## src/sv/sfeg_pkg.sv

```systemverilog
// ----------------------------------------------------------------------------
// sfeg_pkg
// Shared types and constants for the scheduled fade envelope gain block.
// ----------------------------------------------------------------------------
package sfeg_pkg;

    localparam logic [27:0] LN2_Q28  = 28'd186065280;
    localparam logic [28:0] ONE_Q28  = 29'h1000_0000;
    localparam logic [23:0] GAIN_MAX = 24'hFF_FFFF;
    localparam logic [3:0]  TAYLOR_LAST = 4'd9;
    localparam logic [16:0] DEPTH_FULL  = 17'h1_0000;
    localparam logic [15:0] LIMIT_NONE  = 16'hFFFF;
    localparam int          DIV_STEPS   = 16;

    typedef enum logic [2:0] {
        REG_ATTACK   = 3'd0,
        REG_HOLD     = 3'd1,
        REG_RECOVERY = 3'd2,
        REG_DEPTH    = 3'd3,
        REG_FIRST    = 3'd4,
        REG_PERIOD   = 3'd5,
        REG_WINDOW   = 3'd6,
        REG_LIMIT    = 3'd7
    } reg_index_t;

    typedef enum logic [16:0] {
        ST_IDLE      = 17'h00001,
        ST_RETIRE    = 17'h00002,
        ST_SCHED     = 17'h00004,
        ST_SETUP     = 17'h00008,
        ST_DIV       = 17'h00010,
        ST_RISE_MUL  = 17'h00020,
        ST_RISE_ADD  = 17'h00040,
        ST_EXP_MUL   = 17'h00080,
        ST_EXP_RED   = 17'h00100,
        ST_TAY_MUL   = 17'h00200,
        ST_TAY_RECIP = 17'h00400,
        ST_TAY_QK    = 17'h00800,
        ST_TAY_CORR  = 17'h01000,
        ST_GAIN      = 17'h02000,
        ST_SMP_MUL   = 17'h04000,
        ST_SMP_RND   = 17'h08000,
        ST_OUT       = 17'h10000
    } state_t;

    // Request to the phase divider.
    typedef struct packed {
        logic        start;
        logic [23:0] num;
        logic [23:0] den;
    } div_req_t;

    // Raised-cosine rise, sin^2(pi*k/64) in Q1.16.
    function automatic logic [16:0] rise_lookup(input logic [5:0] idx);
        logic [16:0] v;
        unique case (idx)
            6'd0:  v = 17'd0;     6'd1:  v = 17'd158;   6'd2:  v = 17'd630;
            6'd3:  v = 17'd1411;  6'd4:  v = 17'd2494;  6'd5:  v = 17'd3869;
            6'd6:  v = 17'd5522;  6'd7:  v = 17'd7438;  6'd8:  v = 17'd9598;
            6'd9:  v = 17'd11980; 6'd10: v = 17'd14563; 6'd11: v = 17'd17321;
            6'd12: v = 17'd20228; 6'd13: v = 17'd23256; 6'd14: v = 17'd26375;
            6'd15: v = 17'd29556; 6'd16: v = 17'd32768; 6'd17: v = 17'd35980;
            6'd18: v = 17'd39161; 6'd19: v = 17'd42280; 6'd20: v = 17'd45308;
            6'd21: v = 17'd48215; 6'd22: v = 17'd50973; 6'd23: v = 17'd53556;
            6'd24: v = 17'd55938; 6'd25: v = 17'd58098; 6'd26: v = 17'd60014;
            6'd27: v = 17'd61667; 6'd28: v = 17'd63042; 6'd29: v = 17'd64125;
            6'd30: v = 17'd64906; 6'd31: v = 17'd65378; 6'd32: v = 17'd65536;
            default: v = 17'd65536;
        endcase
        return v;
    endfunction

    // floor(2^32 / k) for the Taylor divisors; divisor one is bypassed.
    function automatic logic [31:0] recip32(input logic [3:0] k);
        logic [31:0] m;
        unique case (k)
            4'd2: m = 32'd2147483648;
            4'd3: m = 32'd1431655765;
            4'd4: m = 32'd1073741824;
            4'd5: m = 32'd858993459;
            4'd6: m = 32'd715827882;
            4'd7: m = 32'd613566756;
            4'd8: m = 32'd536870912;
            4'd9: m = 32'd477218588;
            default: m = 32'd0;
        endcase
        return m;
    endfunction

endpackage

```

## src/sv/sfeg_div.sv

```systemverilog
// ----------------------------------------------------------------------------
// sfeg_div
// Restoring divider, one quotient bit per cycle, for the fade phase
// (num << 16) / den with num below den.
// ----------------------------------------------------------------------------
module sfeg_div
(
    input  logic              clk,
    input  logic              rst_n,
    input  sfeg_pkg::div_req_t req,
    output logic              done,
    output logic [15:0]       quot
);

    logic        busy_reg;
    logic        done_reg;
    logic [4:0]  cnt_reg;
    logic [24:0] rem_reg;
    logic [23:0] den_reg;
    logic [15:0] quot_reg;
    logic [25:0] rem_shift;
    logic        fits;

    assign rem_shift = {rem_reg, 1'b0};
    assign fits      = rem_shift >= {2'b00, den_reg};

    always_ff @(posedge clk or negedge rst_n)
    begin
        if (!rst_n)
        begin
            busy_reg <= 1'b0;
            done_reg <= 1'b0;
            cnt_reg  <= '0;
        end
        else
        begin
            done_reg <= 1'b0;
            if (req.start)
            begin
                busy_reg <= 1'b1;
                cnt_reg  <= 5'(sfeg_pkg::DIV_STEPS);
            end
            else if (busy_reg)
            begin
                cnt_reg <= cnt_reg - 5'd1;
                if (cnt_reg == 5'd1)
                begin
                    busy_reg <= 1'b0;
                    done_reg <= 1'b1;
                end
            end
        end
    end

    always_ff @(posedge clk)
    begin
        if (req.start)
        begin
            rem_reg  <= {1'b0, req.num};
            den_reg  <= req.den;
            quot_reg <= '0;
        end
        else if (busy_reg)
        begin
            rem_reg  <= fits ? 25'(rem_shift - {2'b00, den_reg}) : rem_shift[24:0];
            quot_reg <= {quot_reg[14:0], fits};
        end
    end

    assign done = done_reg;
    assign quot = quot_reg;

endmodule

```

## config.mk

```make
export PLATFORM = sky130hd
export DESIGN_NAME = sfeg_div
export DESIGN_NICKNAME = d
export VERILOG_FILES = /design/src/sv/sfeg_pkg.sv /design/src/sv/sfeg_div.sv
export SDC_FILE = /design/constraint.sdc
export NUM_CORES = 1
export LEC_CHECK = 0
export BUFFER_PORTS_ARGS = -buffer_cell sky130_fd_sc_hd__buf_4
export CAP_MARGIN = 25
export CORE_ASPECT_RATIO = 0.9
export CORE_UTILIZATION = 61
export DETAILED_ROUTE_END_ITERATION = 8
export GPL_TIMING_DRIVEN = 0
export PLACE_DENSITY = 0.93
export SLEW_MARGIN = 20
export SYNTH_ARGS = -nofsm -noshare
export SYNTH_HDL_FRONTEND = slang
export SYNTH_SLANG_ARGS = --single-unit
```

## constraint.sdc

```tcl
create_clock -name clk -period 5.6 [get_ports clk]
set_input_delay 0.28 -clock clk [delete_from_list [all_inputs] [get_ports clk]]
set_output_delay 0.28 -clock clk [all_outputs]
set_load 0.005 [all_outputs]
```

======== Yosys cells after proc, flatten, opt, wreduce, memory -nomap -nowiden ========
Index checks and enable logic that the tools add are counted.
word-level totals
  output and inout bits ................... 17
  register bits after elaboration ......... 72
  logic and storage cells ................. 23
operators by class
  equality and inequality tests ........... 1
  add/sub/neg operators ................... 2
  magnitude comparators ................... 1
  muxes and demuxes ....................... 11
  reduce and logical (&&, ||, !) cells .... 1
operators by type and width
  kind                 count
  $mux 24              2
  $ge 26x24->1         1
  $mux 25              1
  $sub 25x24->25       1
  $mux 5               2
  $mux 1               6
  $eq 5x1->1 const B   1
  $sub 5x1->5 const B  1
  $reduce_bool 2->1    1

======== Logic depth before layout (Yosys ltp) ========
  word-level depth ........................ 4
  depth in mapped cells ................... 12

======== Least setup slack after synthesis ========
Ideal clock, no wire load.
  path type ............................... register to register
  from .................................... reg rem_reg[0]
  to ...................................... reg rem_reg[10], data pin
  clock period less this slack ............ 2992 ps
  path buffers ............................ 1
  stages on the path, launching flop included .. 10
  arrival ................................. 2732 ps
  setup time .............................. 260 ps
  data required time ...................... 5340 ps
  path slack .............................. 2608 ps
  cell sequence ........................... edfxtp_1 fa_1 a21o_1 a221o_2 a41oi_4 o211ai_4 a41oi_4 buf_6 o21ai_1 mux2_2
between the ends
  longest elaborated chain between the ends .. 4
  elaborated cells on any way between the ends .. 5
RTL lines
  item                                                   line                            text
  from (decl)                                            sfeg_div.sv:18                  logic [24:0] rem_reg;
  from (signal assigned)                                 sfeg_div.sv:59                  rem_reg <= {1'b0, req.num};
  from (signal assigned)                                 sfeg_div.sv:65                  rem_reg <= fits ? 25'(rem_shift - {2'b00, den_reg}) : rem_shift[24:0];
  $sub 25x24->25 / $ge 26x24->1 (equally long branches)  sfeg_div.sv:65, sfeg_div.sv:25
  $mux 25 (*)                                            sfeg_div.sv:65
  $mux 24 (*)                                            sfeg_div.sv:63                  else if (busy_reg)
  $mux 24 (*)                                            sfeg_div.sv:57                  if (req.start)
Mark *: on every way between the ends. The rest lies on a longest branch, timed or not. The select of a mux whose other input is x is not followed.
A chain may end at the register's enable or synchronous reset.

======== Worst setup path after layout ========
  from .................................... reg rem_reg[0]
  to ...................................... reg rem_reg[7], data pin
The elaborated chain is that of the path after synthesis.

==> key figures <==
Timing
  – Clk_skew: roughly 0.017 ns
  – Peak Freq: slightly below 300 MHz
  – Setup TNS: 0 ns
  – Fin. Hold Viols: 0
  – Fin. max-slew vios: 0
  – PnR worst setup slack: about 2.1 ns
  – Worst relative slew slack: 29.9%
  – Final setup violation count: 0
  – Crit path time final: 3.47 ns
  – RSZ-0062 raised after global routing: no
  – Final period utilization: between 60 and 70%
  – Worst Max-Slew Pin Slew: roughly 1.0 ns

Setup path
  – Worst Setup End Kind: register
  – Setup crit start kind: register
  – Max stage delay on crit path: ~0.52 ns
  – Cell seen most often among critical-path stages: a41oi_4
  – Reg2reg end: rem_reg[7]$_DFFE_PP_
  – WP data required: ~5.7 ns
  – FF-to-FF Start: rem_reg[0]$_DFFE_PP_
  – Worst R2R Path Depth: 10
  – Delay-heaviest family, CP: compound AO/OA/AOI/OAI gates
  – CP Cell Sequence: fa_1 > a21o_1 > a221o_2 > a41oi_4 > o211ai_4 > a41oi_4 > buf_8 > nor2_1 > a21oi_1 > o21ai_0
  – Buf/Inv on CP: 1
  – Worst reg-to-reg setup slack: approximately 2.1 ns
  – Crit Path Category: reg -> reg
  – Slowest library cell on the worst path: a41oi_4
  – Arrival @ worst endpoint: between 3 and 4 ns
  – CP Max Fanout: 10

Synthesis
  – Syn Inst Count: roughly 400
  – Synth Flop Type: edfxtp_1
  – Post-synthesis sequential area ratio: approximately 46%
  – Synth area leader: edfxtp_1
  – Mapped Area: 4240 µm²
  – Async S/R FF share, synth: roughly 9.7%
  – Post-synth EDFFs: 48
  – Mapped Avg Cell Area: roughly 10 µm²
  – Synth top area share: 34.0%
  – Distinct cells, synth: 58
  – Synth warn: 0
  – Synth Register Bits: 72
  – Syn_nets: 484
  – Top area cells in the synthesized netlist: edfxtp_1 34%, dfxtp_1 8.0%, ha_1 7.7%

Global route
  – Vias in the first global route: 3,435
  – Gr usage total: a little under 30%
  – Largest net degree at the start of global routing: 29
  – Remaining Overflow, GRT: 0
  – Initial antenna violation count: 0
  – First-pass GRT wire length: 16,300 µm

Floorplan
  – Initial core utilization: between 60% and 70%
  – DIE AREA: 7280 µm²
  – Chip width: 89.9 µm
  – Chip height: roughly 81 µm
  – FP Rows: 28
  – Core Box Area: about 6700 µm²
  – # IOs: about 70

Outcome
  – Status: finished, final reports clean

Cells and area
  – Nets@finish: 563
  – Area growth syn-to-layout: 19.4%
  – Core Util, Final: 76.0%
  – Max reg flops: 25
  – Most common cell after layout, fill and taps aside: buf_4
  – Commonest cells after routing, fill and taps aside: 67 x buf_4, 48 x edfxtp_1, 36 x nor2_1
  – Antenna Cells: 0
  – Share of layout cells above drive strength 1: 23.3%

Min path
  – Hold Path Origin: req[19]
  – Worst Hold Class: in -> reg
  – Hold EP: den_reg[19]$_DFFE_PP_
  – WHS Path Cells: 1

CTS
  – Worst-skew pair later-pin latency: around 0.37 ns
  – CTS Buf Count: 9
  – Post-CTS setup repair buffer count: 0
  – Clock sinks: ~70
  – Resized cells post-CTS: 0
  – Clock Path Buffers: 2
  – CTS tree: done
  – Clk slew on worst S/H paths: about 0.09 ns
  – Root buf cell: clkbuf_8
  – CTS H-tree lvls: 3
  – Cts hold-fix bufs: 1

Route
  – Drt first pass iters: 5
  – Final WL: 10,200 µm
  – Wire length per cell: 17.6 µm
  – Iter 0 DRT Violations: approximately 290
  – Final ANT Viol Nets: 0
  – Via count: 3,550
  – DRC: 0
  – Via/cell ratio: 6.12

Placement
  – Dpl ws: 2.21 ns
  – Dpl hpwl: a little over 7000 µm
  – GP Congestion: 0.946
  – IO Port Bufs: 67

Power
  – Max VDD drop: 0.326 mV
  – Static Leak: between 0.002 and 0.0025 µW
  – Sw power: about 1100 µW
  – Int Pwr: 1500 µW
  – Pwr Density: between 500 and 600 nW/µm²
  – Switching part of the total: 42.7%
  – Clock power frac: around 16%
  – Sequential fraction of design power: a little over 30%
  – Logic pwr share: a little over half

Job
  – MaxCap Viol Count: 0
-- cell usage after synthesis, types with 5 or more instances --
cell and n:
edfxtp_1 48, nor2_1 36, nand2_1 34, a21oi_1 32, inv_1 32, ha_1 26, mux2i_1 18, dfxtp_1 17
o21ai_0 16, xnor2_1 14, mux2_2 9, xor2_1 9, a21o_1 8, o21ai_1 8, buf_1 7, dfrtp_1 7
a211oi_1 5, nand3_1 5, nor3b_1 5, o21ai_2 5
-- power groups by stage --
stage          Combinational (µW)  Sequential [µW]  Clock, µW
2_1_floorplan                1060              798          0
3_3_place_gp                 1280              813          0
3_5_place_dp                 1340              823          0
4_1_cts                      1360              813        415
5_1_grt                      1520              828        430
6_report                     1400              816        413
-- cell families (layout without fill, tap and decap cells) --
logic type                 after synthesis  in the layout  share of synthesized area (%)
muxes                                   27             27                           6.64
DFF                                     72             72                           46.2
buffers and inverters                   46            130                           4.69
and+or+nand+nor                        103            103                           11.2
xor gates and xnor gates                23             23                           4.75
AOI/OAI and AO/OA                      108            108                           18.4
adders and majority gates               27             27                           8.15
-- worst max path at each step --
stage	end	start	depth (start not counted)	slack (ns)
after floorplan	rem_reg[10]$_DFFE_PP_	rem_reg[0]$_DFFE_PP_	9	2.61
after global placement	rem_reg[19]$_DFFE_PP_	rem_reg[0]$_DFFE_PP_	9	2.30
after detailed placement	rem_reg[4]$_DFFE_PP_	rem_reg[0]$_DFFE_PP_	10	2.21
after CTS	rem_reg[4]$_DFFE_PP_	rem_reg[0]$_DFFE_PP_	10	2.18
after global routing	rem_reg[7]$_DFFE_PP_	rem_reg[0]$_DFFE_PP_	10	1.99
final	rem_reg[7]$_DFFE_PP_	rem_reg[0]$_DFFE_PP_	10	2.13
-- worst register-to-register path: stages (launching register included) --
cell	delay, ns
edfxtp_1	0.47
fa_1	0.51
a21o_1	0.22
a221o_2	0.39
a41oi_4	0.38
o211ai_4	0.13
a41oi_4	0.52
buf_8	0.22
nor2_1	0.06
a21oi_1	0.20
o21ai_0	0.11
-- per-layer routing --
layer  vias to the layer above  track usage (%)  part of all wire [%]
li1                       1630                -                     -
met1                      1678             34.0                    40
met2                       208             51.5                    49
met3                        34             8.61                   8.6
met4                         0             11.0                   2.2
met5                         -                0                     0
-- final cells by class --
cell class / instances / area [µm²]
inverter: 32 / 120
fill: 437 / 1600
clock buffer: 9 / 124
tap: 90 / 113
buffer: 14 / 78.8
clock inverter: 7 / 71.3
multi-input combinational: 288 / 2080
timing repair buffer: 68 / 513
sequential: 72 / 1960
-- metrics by stage --
| stage | power, µW | area, µm² | hold slack [ns] | instances |
|---|---|---|---|---|
| finish | 2620 | 5060 | 0.0752 | 580 |
| global route | 2780 | 5060 | 0.0693 | 580 |
| CTS | 2590 | 5060 | 0.0660 | 580 |
| detailed placement | 2170 | 4850 | 0.0963 | 563 |
| global placement | 2090 | 4850 | 0.0974 | 563 |
| floorplan | 1860 | 4240 | -0.0156 | 406 |
Note: power is estimated with default switching activity, not from simulation.
